## config.mk

```make
export PLATFORM = sky130hd
export DESIGN_NAME = sti_controller
export DESIGN_NICKNAME = d
export VERILOG_FILES = /design/src/hdl/sti_pkg.sv /design/src/hdl/sti_controller.sv
export SDC_FILE = /design/constraint.sdc
export NUM_CORES = 1
export LEC_CHECK = 0
export BUFFER_PORTS_ARGS = -buffer_cell sky130_fd_sc_hd__buf_4
export CORE_AREA = 4 4 41 43
export DETAILED_ROUTE_END_ITERATION = 12
export DIE_AREA = 0 0 45 47
export PLACE_DENSITY = 0.55
export SYNTH_ARGS = -nofsm -noshare
export SYNTH_HDL_FRONTEND = slang
export SYNTH_SLANG_ARGS = --single-unit
```

## constraint.sdc

```tcl
create_clock -name clock -period 1.7 [get_ports clock]
set_input_delay 0.34 -clock clock [delete_from_list [all_inputs] [get_ports clock]]
set_output_delay 0.34 -clock clock [all_outputs]
set_load 0.005 [all_outputs]
```

## src/hdl/sti_pkg.sv

```systemverilog
// Package for the sorted table linear interpolator.
// Holds the table depth default, item kind codes, controller states,
// datapath operations and the status struct. Depends on nothing.
`timescale 1ns / 1ps
`default_nettype none
package sti_pkg;

   localparam int TABLE_DEPTH = 256;

   localparam logic [1:0] KIND_CLEAR = 2'd0;
   localparam logic [1:0] KIND_LOAD  = 2'd1;
   localparam logic [1:0] KIND_QUERY = 2'd2;

   typedef enum logic [2:0] {
      ST_IDLE,
      ST_LD_CHK,
      ST_LD_CMP,
      ST_Q_RD,
      ST_Q_CMP,
      ST_MUL,
      ST_DIV,
      ST_FIN
   } state_type;

   typedef enum logic [3:0] {
      OP_NONE,
      OP_CLEAR,
      OP_LD_INIT,
      OP_LD_RD,
      OP_LD_SHIFT,
      OP_LD_PUT,
      OP_Q_INIT,
      OP_Q_RD,
      OP_Q_ADV,
      OP_Q_HIT,
      OP_MUL,
      OP_DIV,
      OP_EMIT_ZERO,
      OP_EMIT_RES
   } op_type;

   typedef struct packed {
      logic full;
      logic lt_two;
      logic idx_zero;
      logic idx_at_count;
      logic x_above;
      logic x_tie;
      logic mul_last;
      logic div_last;
   } status_type;

endpackage
`default_nettype wire

```

## src/hdl/sti_controller.sv

```systemverilog
// Controller state machine: sequences loads, queries, multiply and divide.
// Emits one op code per cycle to sti_datapath; uses sti_pkg.
`timescale 1ns / 1ps
`default_nettype none
module sti_controller (
   input  wire logic                clock,
   input  wire logic                reset,
   input  wire logic                start,
   input  wire logic [1:0]          req_kind,
   input  wire sti_pkg::status_type status,
   output sti_pkg::op_type          op,
   output logic                     busy
);
   sti_pkg::state_type state_ff, state_in;

   always_ff @(posedge clock) begin
      if (reset) begin
         state_ff <= sti_pkg::ST_IDLE;
      end else begin
         state_ff <= state_in;
      end
   end

   always_comb begin
      state_in = state_ff;
      unique case (state_ff)
         sti_pkg::ST_IDLE: begin
            if (start && req_kind == sti_pkg::KIND_LOAD && !status.full) begin
               state_in = sti_pkg::ST_LD_CHK;
            end else if (start && req_kind == sti_pkg::KIND_QUERY) begin
               state_in = sti_pkg::ST_Q_RD;
            end
         end
         sti_pkg::ST_LD_CHK:
            state_in = status.idx_zero ? sti_pkg::ST_IDLE : sti_pkg::ST_LD_CMP;
         sti_pkg::ST_LD_CMP:
            state_in = status.x_above ? sti_pkg::ST_LD_CHK : sti_pkg::ST_IDLE;
         sti_pkg::ST_Q_RD:
            state_in = (status.lt_two || status.idx_at_count) ? sti_pkg::ST_IDLE
                                                               : sti_pkg::ST_Q_CMP;
         sti_pkg::ST_Q_CMP: begin
            priority if (!status.x_above) begin
               state_in = sti_pkg::ST_Q_RD;
            end else if (status.idx_zero || status.x_tie) begin
               state_in = sti_pkg::ST_IDLE;
            end else begin
               state_in = sti_pkg::ST_MUL;
            end
         end
         sti_pkg::ST_MUL:
            if (status.mul_last) begin
               state_in = sti_pkg::ST_DIV;
            end
         sti_pkg::ST_DIV:
            if (status.div_last) begin
               state_in = sti_pkg::ST_FIN;
            end
         sti_pkg::ST_FIN:
            state_in = sti_pkg::ST_IDLE;
         default:
            state_in = sti_pkg::ST_IDLE;
      endcase
   end

   always_comb begin
      op = sti_pkg::OP_NONE;
      unique case (state_ff)
         sti_pkg::ST_IDLE: begin
            if (start) begin
               unique case (req_kind)
                  sti_pkg::KIND_CLEAR: op = sti_pkg::OP_CLEAR;
                  sti_pkg::KIND_LOAD:
                     op = status.full ? sti_pkg::OP_NONE : sti_pkg::OP_LD_INIT;
                  sti_pkg::KIND_QUERY: op = sti_pkg::OP_Q_INIT;
                  default: op = sti_pkg::OP_NONE;
               endcase
            end
         end
         sti_pkg::ST_LD_CHK:
            op = status.idx_zero ? sti_pkg::OP_LD_PUT : sti_pkg::OP_LD_RD;
         sti_pkg::ST_LD_CMP:
            op = status.x_above ? sti_pkg::OP_LD_SHIFT : sti_pkg::OP_LD_PUT;
         sti_pkg::ST_Q_RD:
            op = (status.lt_two || status.idx_at_count) ? sti_pkg::OP_EMIT_ZERO
                                                         : sti_pkg::OP_Q_RD;
         sti_pkg::ST_Q_CMP: begin
            priority if (!status.x_above) begin
               op = sti_pkg::OP_Q_ADV;
            end else if (status.idx_zero || status.x_tie) begin
               op = sti_pkg::OP_EMIT_ZERO;
            end else begin
               op = sti_pkg::OP_Q_HIT;
            end
         end
         sti_pkg::ST_MUL: op = sti_pkg::OP_MUL;
         sti_pkg::ST_DIV: op = sti_pkg::OP_DIV;
         sti_pkg::ST_FIN: op = sti_pkg::OP_EMIT_RES;
         default: op = sti_pkg::OP_NONE;
      endcase
   end

   assign busy = state_ff != sti_pkg::ST_IDLE;
endmodule
`default_nettype wire

```

# ---- Word-level counts from Yosys, hierarchy flattened
# Cells that the tools add are included.
dict set report totals {
  regBits 3
  latch_bits 0
  mem_bits_rw 0
  rom_bits 0
  inputBits 13
  out_inout_bits 5
  wordCells 42
  mem_count 0
}
dict set report classes {
  add_sub_neg 0
  mul 0
  n_div 0
  n_lt_le_gt_ge 0
  eq_ne 12
  shift 0
  n_mux 19
  n_bitwise 0
  n_reduce_logical 10
}
# cell count
set ops {}
lappend ops {{3-bit 2-to-1 mux} 11}
lappend ops {{4-bit one-hot mux with 8 select lines} 1}
lappend ops {{3-bit one-hot mux with 8 select lines} 1}
lappend ops {{3-bit equality test (second input constant)} 4}
lappend ops {{3-bit one-hot mux with 3 select lines} 1}
lappend ops {{3-bit by 2-bit equality test with 1-bit output (second input constant)} 2}
lappend ops {{2-bit 2-to-1 mux} 2}
lappend ops {{4-bit 2-to-1 mux} 1}
lappend ops {{2-bit != test (second input constant)} 2}
lappend ops {{3-bit by 1-bit equality test with 1-bit output (second input constant)} 1}
lappend ops {{1-bit logical AND} 3}
lappend ops {{3-bit zero test} 1}
lappend ops {{3-bit != test (second input constant)} 1}
lappend ops {{3-bit AND reduction} 1}
lappend ops {{3-bit nonzero test} 1}
lappend ops {{2-bit by 1-bit equality test with 1-bit output (second input constant)} 1}
lappend ops {{2-bit equality test (second input constant)} 1}
lappend ops {{2-bit zero test} 1}
lappend ops {{1-bit logical OR} 2}
lappend ops {{1-bit 2-to-1 mux} 2}
lappend ops {{1-bit zero test} 1}

# ---- Longest topological paths before layout
# Gate-level depths: netlist (run 1).
dict set report depth {
  word_depth 5
  depth_mapped 5
  mapped_depth_nobuf 4
}

# ---- Worst setup path after synthesis (run 1)
# OpenSTA, ideal clock, no wires.
dict set report synth_path {
  kind {reg2out}
  start {reg state_ff[2]}
  end {out op[1]}
  arrival_ns 1.016
  required_ns 1.360
  slack_ns 0.344
  stages_incl_launch_ff 4
  n_path_buf 0
  cell_sequence {dfxtp_1 > or3_4 > a211oi_4 > a21oi_1}
}
dict set report synth_via {
  elab_chain_len 2
  elab_cells_between_ends 9
  classes_between {eq/ne: 7; mux: 1; reduce/logical: 1}
}
# item line
set synth_rtl {}
lappend synth_rtl {{from (decl)} sti_controller.sv:14} ;# sti_pkg::state_type state_ff, state_in;
lappend synth_rtl {{from (signal assigned)} sti_controller.sv:18} ;# state_ff <= sti_pkg::ST_IDLE;
lappend synth_rtl {{from (signal assigned)} sti_controller.sv:20} ;# state_ff <= state_in;
lappend synth_rtl {{3-bit equality test, or another cell as far along} sti_controller.sv:67} ;# unique case (state_ff)
lappend synth_rtl {{4-bit one-hot mux with 8 select lines (*)} sti_controller.sv:67}
lappend synth_rtl {{to (decl)} sti_controller.sv:11} ;# output sti_pkg::op_type op,
# Mark *: on every way between the ends. The rest lies on a longest branch, timed or not.

# ---- Worst setup path after layout (run 1)
dict set report layout_path {
  start {reg state_ff[1]}
  end {out op[1]}
}
# Same word-level chain as after synthesis.

==> results of run 1 <==
## kinds of logic after synthesis
family | after synthesis
compound gates | 18
xor+xnor | 1
buf+inv | 4
flops | 3
simple gates | 23
## routing by layer
layer	up-vias	track usage [%]
met5	-	0
met2	14	15.3
met3	2	0.766
met1	201	13.6
met4	0	5.26
li1	231	-
## metrics by stage
| step | util (%) | cell area (um2) | cells | worst slack, ns | hold WS [ns] |
|---|---|---|---|---|---|
| floorplan | - | 394 | 49 | 0.344 | 0.409 |
| global placement | 41.2 | 536 | 81 | 0.102 | 0.538 |
| detailed placement | 41.2 | 536 | 81 | 0.0898 | 0.540 |
| CTS | 43.4 | 564 | 85 | -0.0476 | 0.286 |
| global route | 45.2 | 588 | 87 | -0.0743 | 0.293 |
| finish | 45.2 | 588 | 87 | -0.0431 | 0.290 |
## placed cells by master (no fill, tap or decap), drive strengths merged, types with 2 or more instances in the layout
cell	netlist	routed
buf	3	22
nor2	5	5
nand2	5	5
nand2b	4	4
a21oi	4	4
clkbuf	0	4
o21ai	3	3
dfxtp	3	3
nor2b	2	2
nor3b	2	2
a211oi	2	2
## layout make-up
class                           instances  area, um2
Fill cell                             143        713
Multi-Input combinational cell         42        307
Timing Repair Buffer                   22        165
Sequential cell                         3       67.6
Clock buffer                            4       26.3
Tap cell                               15       18.8
Inverter                                1       3.75
## worst max path at each step
stage,slack (ns),cells past startpoint,end
after floorplan,0.34,3,op[1]
after global placement,0.10,5,op[1]
after detailed placement,0.09,5,op[1]
after CTS,-0.05,4,op[1]
after global routing,-0.07,4,op[1]
final,-0.04,4,op[1]
## worst max-delay path: stages (launching register included)
cell and delay (ns):
dfxtp_4 0.36, or3_4 0.40, a211oi_4 0.21, a21oi_2 0.05
buf_4 0.14
## power breakdown
| group | internal, W | switching [W] |
|---|---|---|
| Sequential | 0.0000833 | 0.0000193 |
| Combinational | 0.000149 | 0.000106 |
| Clock | 0.0000881 | 0.0000388 |
## repair_timing
item	4_1_cts	5_1_grt
hold buffers	0	0
buffers inserted	0	2
setup endpoints to repair	3	3
gates resized for setup	2	4
pin swaps	0	0
==> qor.txt, run 1 <==
Die X -> 45 um
Hold Crit Start -> reset
die area -> 2120 um2
nets@finish -> 86
clock latency on the worst-skew pair -> 0.24 ns
initial core utilization -> 30.3%
Yosys cell types -> 29
Seq cells post-synth -> 3
ys flop type -> dfxtp_1
synth top area cells -> dfxtp_1 (15%), nand2b_1 (6.3%), buf_6 (5.7%)
RSZ-0062 raised after global routing -> yes
WL met2 -> 465 um
initial antenna violation count -> 0
Site Rows -> 13
Compound-Gate Fraction of Synth Area -> 38.1%
Die Height -> 47 um
final WL -> 1030 um
cells after synthesis -> 49
post-synthesis xor/xnor area fraction -> 2.22%
clk_skew -> 0.00590 ns
Arrival @ worst endpoint -> 1.40 ns
worst vdd ir -> 0.000354 V
Leakage -> 0.239 nW
CP required -> 1.36 ns
EDFF count, synth -> 0
FF-to-FF setup slack -> 0.29 ns
hold depth -> 2
clk buf depth -> 2
Yosys top cell by area -> dfxtp_1
CTS buffer count -> 3
initial drt markers -> 6
Port Buf Inserts -> 17
Post-Synthesis Cell Area -> 394 um2
Yosys Warn Count -> 0
pwr dens -> 822 nW/um2
status -> complete, but fails checks
Met3 Wirelength -> 58 um
kind of end point of the critical path -> primary output
Area Growth Syn to Fin -> 49.2%
Slew @ Worst Pin -> 0.285 ns
crit path max fanout -> 8
DR vias -> 448
Clock transition at path regs -> 0.04 ns
PnR worst setup slack -> -0.0431 ns
Boundary Pins -> 18
Via density -> 5.15
Post-synth top cells -> nand2_1 (5), nor2_1 (5), a21oi_1 (4), nand2b_1 (4)
CP Launch Type -> register
M1 WL -> 483 um
drt wl/cell -> 11.8 um
clock root buffer -> clkbuf_4
H-tree depth -> 1
R2R cell count -> 5
Core Area -> 1300 um2
DRT Pass-1 Iters -> 3
Synth Net Count -> 62
Post-Synth Simple-Gate Area -> 36.5%
Setup crit start -> state_ff[1]$_SDFFE_PP0P_
post-synthesis mux area share -> 0%
drc violations -> 0
number of global-route vias before repair -> 380
Final ANT Viol Nets -> 0
setup_tns -> -0.0431 ns
Hold Crit Class -> in -> reg
part of the cycle the worst path needs -> 103%
R2R Path End -> state_ff[0]$_SDFFE_PP0P_
first-pass GRT wire length -> 1560 um
max reg flops -> 3
CTS tree -> done
grt ovf -> 0
main combinational cell family by area after synthesis -> compound AO/OA/AOI/OAI gates
failing checks -> negative setup slack
GRT Total Usage -> 9.87%
hold endpoint -> state_ff[1]$_SDFFE_PP0P_
Tot Pwr -> 0.000484 W
Synth Area in Adders -> 0%
register area share after synthesis -> 15.2%
gpl congestion -> 0.832
fin crit period -> 1.74 ns
clk sinks -> 3
async set or reset register ratio after synthesis -> 0%
top routing layer used -> met4
post-DP HPWL -> 777 um
Top reg by flops -> state_ff
Top Registers -> state_ff: 3 flops
WS Path Type -> reg -> out
Slew Limit Fails -> 0
post-synth top area share -> 15.2%
max-cap violation count -> 0
largest net degree at the start of global routing -> 15
fraction of layout cells with a size suffix above 1 -> 47.2%
Mapped Avg Cell Area -> 8.04 um2
worst reg2reg startpoint -> state_ff[1]$_SDFFE_PP0P_
Final Setup Violations -> 1
# diodes -> 0
Hold Vio Cnt, Final -> 0
relative slew slack -> 81.0%
FMAX -> 574 MHz
No activity file was read; power rests on OpenSTA's default activity.
==> run 2: changes to the inputs <==
==> constraint.sdc (replaced) <==
create_clock -name clock -period 1.7 [get_ports clock]
set_input_delay 0.085 -clock clock [delete_from_list [all_inputs] [get_ports clock]]
set_output_delay 0.085 -clock clock [all_outputs]
set_load 0.005 [all_outputs]
==> qor.txt, run 2 (synthesis gave the netlist of run 1 again) <==
Worst path top cell family by delay -> simple AND/OR/NAND/NOR gates
DRT Pass-1 Iters -> 3 (unchanged)
nets@finish -> 81 (-5.8%)
clk sinks -> 3 (unchanged)
Hold Crit Class -> in -> reg
CP required -> 1.62 ns (+0.26 ns)
setup_tns -> 0 ns (+0.0431 ns)
initial core utilization -> 30.3% (unchanged)
fin area -> 543 um2 (-7.7%)
part of the cycle the worst path needs -> 95.2% (-7.3 points)
die area -> 2120 um2 (unchanged)
post-layout util -> 41.7% (-3.5 points)
worst vdd ir -> 0.000367 V (+3.6%)
DR vias -> 419 (-6.5%)
FF-to-FF setup slack -> 0.32 ns (+0.03 ns)
clk buf depth -> 2 (unchanged)
max-cap violation count -> 0 (unchanged)
Die Height -> 47 um (unchanged)
Via density -> 5.11 (-0.77%)
Site Rows -> 13 (unchanged)
clock latency on the worst-skew pair -> 0.23 ns (about the same)
clk_skew -> 0.000392 ns (-0.00551 ns)
Boundary Pins -> 18 (unchanged)
Slew @ Worst Pin -> 0.276 ns (-0.00905 ns)
gpl congestion -> 0.814 (-2.2%)
Top Registers -> state_ff: 3 flops
Final ANT Viol Nets -> 0 (unchanged)
R2R cell count -> 4 (-1)
R2R Path End -> state_ff[0]$_SDFFE_PP0P_
Hold Vio Cnt, Final -> 0 (unchanged)
pwr dens -> 816 nW/um2 (-0.83%)
FMAX -> 618 MHz (+7.7%)
max incr delay on CP -> 0.44 ns (+0.04 ns)
kind of end point of the critical path -> primary output
CTS tree -> done
initial drt markers -> 6 (unchanged)
worst reg2reg startpoint -> state_ff[2]$_SDFFE_PP0P_
Top reg by flops -> state_ff
Die X -> 45 um (unchanged)
Slowest-stage cell, CP -> or3_4
Core Area -> 1300 um2 (unchanged)
relative slew slack -> 81.5% (+0.58 points)
Port Buf Inserts -> 17 (unchanged)
Final Setup Violations -> 0 (-1)
largest net degree at the start of global routing -> 15 (unchanged)
GRT Total Usage -> 10.6% (+0.72 points)
Clock transition at path regs -> 0.03 ns (about the same)
CP Launch Type -> register
Area Growth Syn to Fin -> 37.8%
H-tree depth -> 1 (unchanged)
drc violations -> 0 (unchanged)
RSZ-0062 raised after global routing -> no
status -> completed
Arrival @ worst endpoint -> 1.53 ns (+0.13 ns)
commonest cells after routing, fill and taps aside -> buf_4 (17), nor2_1 (5), nand2_1 (5), a21oi_1 (4), nand2b_1 (4)
Slew Limit Fails -> 0 (unchanged)
most common cell after layout, fill and taps aside -> buf_4
Hold Crit Start -> reset
grt ovf -> 0 (unchanged)
number of global-route vias before repair -> 398 (+4.7%)
WS Path Type -> reg -> out
max reg flops -> 3 (unchanged)
CTS buffer count -> 3 (unchanged)
Leakage -> 0.213 nW (-11%)
fraction of layout cells with a size suffix above 1 -> 43.3% (-3.9 points)
fin crit period -> 1.62 ns (-0.124 ns)
# diodes -> 0 (unchanged)
first-pass GRT wire length -> 1640 um (+5.3%)
drt wl/cell -> 11.9 um (+0.73%)
crit path max fanout -> 13 (+5)
crit path cell chain -> or3_4 -> a211oi_4 -> a21oi_1 -> buf_4
placed cell area -> 513 um2 (-4.2%)
post-DP HPWL -> 760 um (-2.1%)
initial antenna violation count -> 0 (unchanged)
clock root buffer -> clkbuf_4
WP buf/inv -> 1 (unchanged)
hold endpoint -> state_ff[0]$_SDFFE_PP0P_
final WL -> 975 um (-5.1%)
hold depth -> 2 (unchanged)
post-CTS setup buffer count -> 0 (unchanged)
[run 2: cell types whose count changed in the layout (fill, tap and decap cells not counted), sizes merged]
cell and change:
buf -5
[run 2: worst max path at each step]
stage	slack [ns]	startpoint	endpoint	cells past startpoint
floorplan	0.48	state_ff[2]$_SDFFE_PP0P_	state_ff[0]$_SDFFE_PP0P_	4
global placement	0.22	state_ff[2]$_SDFFE_PP0P_	state_ff[0]$_SDFFE_PP0P_	4
detailed placement	0.25	state_ff[0]$_SDFFE_PP0P_	state_ff[0]$_SDFFE_PP0P_	4
CTS	0.002	state_ff[2]$_SDFFE_PP0P_	op[1]	4
global route	0.04	state_ff[2]$_SDFFE_PP0P_	op[1]	4
finish	0.08	state_ff[2]$_SDFFE_PP0P_	op[1]	4
[run 2: through the flow]
stage	setup slack, ns	total power [W]	hold WS (ns)	instances
2_1_floorplan	0.483	0.000244	0.154	49
3_5_place_dp	0.247	0.000321	0.282	78
5_1_grt	0.0363	0.000479	0.0364	82
6_report	0.0809	0.000443	0.0344	82
4_1_cts	0.00205	0.000447	0.0408	82
3_3_place_gp	0.225	0.000323	0.283	78
[run 2: layout make-up]
type                    instances  area [um2]
repair buffers                 17         128
clock buffers                   4        26.3
flip-flops and latches          3        63.8
inverters                       1        3.75
fillers                       145         758
well taps                      15        18.8
multi-input cells              42         303
[run 2: worst reg2reg max path: cells and delay by family (launching register included)]
family          cells  cell delay (ns)
compound gates      3             0.45
simple gates        1             0.44
flops               1             0.38
[run 2: report_power, final]
| group | total (W) | switching, W | internal, W |
|---|---|---|---|
| clock network | 0.000121 | 0.0000337 | 0.0000878 |
| logic | 0.000210 | 0.0000871 | 0.000123 |
| registers | 0.000111 | 0.0000293 | 0.0000819 |
[run 2: routing by layer]
layer  vias to the layer above  wire (um)  GRT usage, %  share of wire (%)
met5                         -          0             0                  0
met4                         0          0          7.02                  0
met3                         0         42         0.383                4.3
met2                        12        476          15.0                 49
met1                       188        455          15.5                 47
li1                        219          -             -                  -
[run 2: what timing repair did]
action / 4_1_cts / 5_1_grt
hold buffers: 0 / 0
gates resized for setup: 0 / 3
setup endpoints to repair: 0 / 2
